**src/sv/lqfl_pkg.sv**
```systemverilog
`timescale 1ns / 1ps
// ----------------------------------------------------------------------------
// Linked queue package
// Shared constants, operation codes and controller/datapath interface types.
// ----------------------------------------------------------------------------
package lqfl_pkg;

   // Default size of the entry pool.
   localparam int ENTRY_COUNT_DEF = 1024;

   // Width of the entry index fields on the ports.
   localparam int IDX_W = 10;

   // Result status codes.
   localparam logic STATUS_OK    = 1'b0;
   localparam logic STATUS_EMPTY = 1'b1;

   // Operation codes.
   typedef enum logic [1:0] {
      FUNC_ALLOC   = 2'd0,
      FUNC_FREE    = 2'd1,
      FUNC_ENQUEUE = 2'd2,
      FUNC_DEQUEUE = 2'd3
   } func_type;

   // Controller to datapath commands.
   typedef struct packed {
      logic init_step;   // write one entry of the reset sweep
      logic accept;      // take the request on the ports, first phase
      logic finish;      // second phase, register the result
   } lqfl_cmd_type;

   // Datapath to controller status.
   typedef struct packed {
      logic init_last;   // sweep is at the last entry
   } lqfl_stat_type;

endpackage

```
**src/sv/lqfl_ctrl.sv**
```systemverilog
`timescale 1ns / 1ps
// ----------------------------------------------------------------------------
// Linked queue controller
// Sequences the reset sweep and the two phases of each item.
// ----------------------------------------------------------------------------
module lqfl_ctrl import lqfl_pkg::*; (
   input  logic          clock,
   input  logic          reset,
   input  logic          start,
   input  lqfl_stat_type stat,
   output lqfl_cmd_type  cmd,
   output logic          busy,
   output logic          rsp_valid
);

   typedef enum logic [1:0] {
      ST_INIT,
      ST_IDLE,
      ST_FINISH
   } state_type;

   state_type state_ff;
   state_type state_in;
   logic      rsp_valid_ff;

   always_comb begin
      cmd.init_step = (state_ff == ST_INIT);
      cmd.accept    = (state_ff == ST_IDLE) && start;
      cmd.finish    = (state_ff == ST_FINISH);
   end

   always_comb begin
      state_in = state_ff;
      case (state_ff)
         ST_INIT: begin
            if (stat.init_last) begin
               state_in = ST_IDLE;
            end
         end
         ST_IDLE: begin
            if (start) begin
               state_in = ST_FINISH;
            end
         end
         ST_FINISH: begin
            state_in = ST_IDLE;
         end
         default: begin
            state_in = ST_INIT;
         end
      endcase
   end

   always_ff @(posedge clock) begin
      if (reset) begin
         state_ff     <= ST_INIT;
         rsp_valid_ff <= 1'b0;
      end else begin
         state_ff     <= state_in;
         rsp_valid_ff <= cmd.finish;
      end
   end

   assign busy      = (state_ff != ST_IDLE);
   assign rsp_valid = rsp_valid_ff;

endmodule

```
**config.mk**
```make
export PLATFORM = sky130hd
export DESIGN_NAME = lqfl_ctrl
export DESIGN_NICKNAME = d
export VERILOG_FILES = /design/src/sv/lqfl_pkg.sv /design/src/sv/lqfl_ctrl.sv
export SDC_FILE = /design/constraint.sdc
export NUM_CORES = 1
export LEC_CHECK = 0
export ABC_AREA = 1
export BUFFER_PORTS_ARGS = -buffer_cell sky130_fd_sc_hd__buf_2
export CAP_MARGIN = 20
export CORE_AREA = 2 2 39 41
export DETAILED_ROUTE_END_ITERATION = 7
export DIE_AREA = 0 0 41 43
export PLACE_DENSITY = 0.32
export SLEW_MARGIN = 25
export SYNTH_ARGS = -nofsm -noshare
export SYNTH_HDL_FRONTEND = slang
export SYNTH_SLANG_ARGS = --single-unit
```
**constraint.sdc**
```tcl
create_clock -name clock -period 1.9 [get_ports clock]
set_input_delay 0.095 -clock clock [delete_from_list [all_inputs] [get_ports clock]]
set_output_delay 0.095 -clock clock [all_outputs]
set_load 0.1 [all_outputs]
```
== Yosys cells after proc, flatten, opt, wreduce, memory -nomap -nowiden ==
Cells that the tools add are included.

* Add/subtract/negate cells: 0
* $mul: 0
* Divide/modulo/power cells: 0
* Order comparisons: 0
* Equality and inequality tests: 5
* Shift-type cells: 0
* Mux-type cells: 3
* Bitwise logic cells: 0
* Reductions and logical operators: 3

{| class="wikitable"
|+ Operators by type and width
! kind !! count
|-
| 2-bit one-hot mux with 3 select lines || 1
|-
| 2-bit two-way mux || 2
|-
| 2-bit inequality test, second input constant || 2
|-
| 2-bit by 1-bit == test with 1-bit output, second input constant || 1
|-
| 2-bit == test, second input constant || 1
|-
| 2-bit logical NOT || 1
|-
| 2-bit by 1-bit inequality test with 1-bit output, second input constant || 1
|-
| 2-bit AND reduction || 1
|-
| 1-bit logical AND || 1
|}

* Register bits after elaboration: 3
* Latch bits: 0
* Bits in writable memories: 0
* Memory bits (read-only): 0
* Memories kept: 0

== Depth between registers and ports, before layout ==
* Depth in word-level cells: 3
* Mapped depth: 4
* Depth with buffers taken out: 4

== Worst setup path after synthesis ==
No wires, ideal clock.

* Kind: register -> output
* Start: reg state_ff[0]
* End: out cmd[1] (netlist name)
* Arrival time: 2152 ps
* Path slack: -347 ps
* Cell stages (with the launch flop): 3
* Path buffers: 0
* Path through: dfxtp_1 nand2_2 nor2_1

{| class="wikitable"
|+ RTL lines
! what !! line !! RTL
|-
| start, declared || lqfl_ctrl.sv:22 || <nowiki>state_type state_ff;</nowiki>
|-
| start signal, assigned || lqfl_ctrl.sv:59 || <nowiki>state_ff <= state_in;</nowiki>
|-
| end, declared || lqfl_ctrl.sv:11 || <nowiki>output lqfl_cmd_type cmd,</nowiki>
|}

==> summary.md <==
| Metric | Value |
|---|---|
| Req. time, crit path | `~1800 ps` |
| DRT iter0 DRCs | `1` |
| Setup TNS | `0 ps` |
| # DRC | `0` |
| I/O Pins | `9` |
| Worst IR Drop VDD | `roughly 0.27 mV` |
| HP Class | `input pin to flip-flop` |
| Status | `finished, final reports clean` |
| Leak | `roughly 0.00011 µW` |
| Async SR Flop Fraction | `0` |
| Die H | `43 µm` |
| Synth unique cells | `9` |
| DRT antenna net count | `0` |
| EDFF count, synth | `0` |
| Total Routing Usage GR | `0.0412` |
| Max Slew Vio Count | `0` |
| DR vias | `approximately 140` |
| Vias in the first global route | `128` |
| Final Skew | `between 1 and 1.5 ps` |
| R2R cell count | `4` |
| CTS tree | `done` |
| Critical path type | `flip-flop to output port` |
| Buffers on Ports | `8` |
| Slew @ Worst Pin | `just under 500 ps` |
| Max_slew headroom | `0.676` |
| Initial antenna violation count | `0` |
| Hold buffers post-CTS | `0` |
| Routed WL per cell | `6.20 µm` |
| Routability congestion estimate | `roughly 0.66` |
| Rows | `14` |
| Ant diodes | `0` |
| Clock Latency Late Sink | `about 230 ps` |
| Final setup violation count | `0` |
| Post-Synthesis Cells | `17` |
| Nets | `34` |
| Fin area | `220 µm²` |
| Htree depth | `1` |
| Post-Syn Area | `131 µm²` |
| RSZ-0062 raised after global routing | `false` |
| Dpl cell area | `roughly 190 µm²` |
| R2R Setup Slk | `1190 ps` |
| Crit path time final | `between 1000 and 1500 ps` |
| Postcts setup bufs | `0` |
| Cts repair resizes | `0` |
| Initial Util | `0.0949` |
| Wirelength, routed | `about 280 µm` |
| Worst Setup SP | `state_ff[0]` |
| Core area | `approximately 1400 µm²` |
| Total CTS buffers | `3` |
| Clock Pin Slew Worst Setup and Hold Paths | `~40 ps` |
| Clock Tree Root | `clkbuf_4` |
| Reg-to-reg endpoint | `state_ff[0]` |
| Area growth syn-to-layout | `67.6%` |
| Top cell types by occurrence after synthesis | `inv_1 (4), dfxtp_1 (3), nand2_1 (2), nor2_1 (2), nor2_2 (2)` |
| Vias/cell | `3.20` |
| CP arrival | `around 1200 ps` |
| Post-route insts no fill | `45` |
| Yosys top cell by area | `dfxtp_1` |
| Count leader, synth | `inv_1` |
| Fin crit share | `0.702` |
| Ys Warns | `0` |
| Critical path endpoint category | `output port` |
| Final Hold Viols | `0` |
| Worst Setup EP | `cmd[1]` |
| Post-synth top area share | `0.457` |
| Synthesized flop and latch total | `3` |
| Total Power | `approximately 260 µW` |
| Synth area leaders | `dfxtp_1 (46%), inv_1 (11%), nor2_2 (9.5%), nor3_2 (7.6%), nand2_1 (5.7%)` |
| Synthesized area per cell | `7.73 µm²` |
| Type of origin of the critical path | `flip-flop` |
| Detailed placement HPWL | `222 µm` |
| Worst hold path stage count | `2` |
| Overflow after GRT | `0` |
| PD cells | `1160 nW/µm²` |
| Die ar. | `between 1500 and 2000 µm²` |
| Crit Path Max Fanout | `5` |
| First-pass GRT wire length | `420 µm` |
| Worst reg2reg startpoint | `state_ff[0]` |
| Die width | `41 µm` |
| Drt pass-1 iters | `3` |
| Syn Nets | `21` |
| Longest Clk Path Bufs | `2` |
| Placed Cells incl. Taps | `41` |
| Pin count of the biggest net entering global routing | `6` |
| FMAX | `~0.75 GHz` |
| Main synth FF type | `dfxtp_1` |
| Post-synthesis sequential area ratio | `0.457` |
| CTS sink count | `3` |
| Ratio of cells with drive above 1 in the final layout | `0.552` |
| Max_cap viols | `0` |
-- cell type report --
type / count / area (µm²)
well taps: 16 / 20.0
multi-input cells: 10 / 58.8
repair buffers: 8 / 40.0
fillers: 155 / 1160
flip-flops and latches: 3 / 60.1
clock buffers: 4 / 26.3
inverters: 4 / 15.0
-- power breakdown --
part           switching, µW  internal (µW)
clock network           33.0           78.7
logic                   61.4           12.0
registers               3.66           66.5
total                   98.1            157
-- worst max-delay path, stage by stage (launching register included) --
cell     delay [ps]
dfxtp_1         410
nand2_2         100
nor2_2           70
buf_2           420
-- metal layers --
metal	wire [µm]	part of all wire	GRT usage
met5	0	0	0
met4	0	0	0.0200
met3	37	0.13	0.0628
met1	116	0.42	0.0322
met2	125	0.45	0.0500
-- stage by stage --
stage	hold slack, ps	worst slack [ps]	utilization
finish	63.5	566	0.159
global route	54.7	479	0.159
CTS	56.7	549	0.159
detailed placement	305	802	0.140
global placement	308	802	0.140
floorplan	166	119	-
-- kinds of logic after synthesis --
kind of cell / share of synthesized area
DFF: 0.457
buffers and inverters: 0.114
AOI/OAI and AO/OA: 0.0572
and+or+nand+nor: 0.371
-- worst min path at each step --
| stage | startpoint | endpoint | slack, ps |
|---|---|---|---|
| floorplan | reset | state_ff[1] | 170 |
| global placement | reset | state_ff[1] | 310 |
| detailed placement | reset | state_ff[1] | 300 |
| CTS | reset | state_ff[1] | 60 |
| global route | reset | state_ff[1] | 50 |
| finish | reset | state_ff[1] | 60 |
-- placed cells by master (no fill, tap or decap), drive strengths merged --
cell type	instances
nor3	2
nand2	3
nor2	4
inv	4
o21a	1
clkbuf	4
buf	8
dfxtp	3
-- registers in the layout (all words and copies together), names as in the netlist --
name	cells
rsp_valid	1
state_ff	2
(Power assumes the default switching activity.)
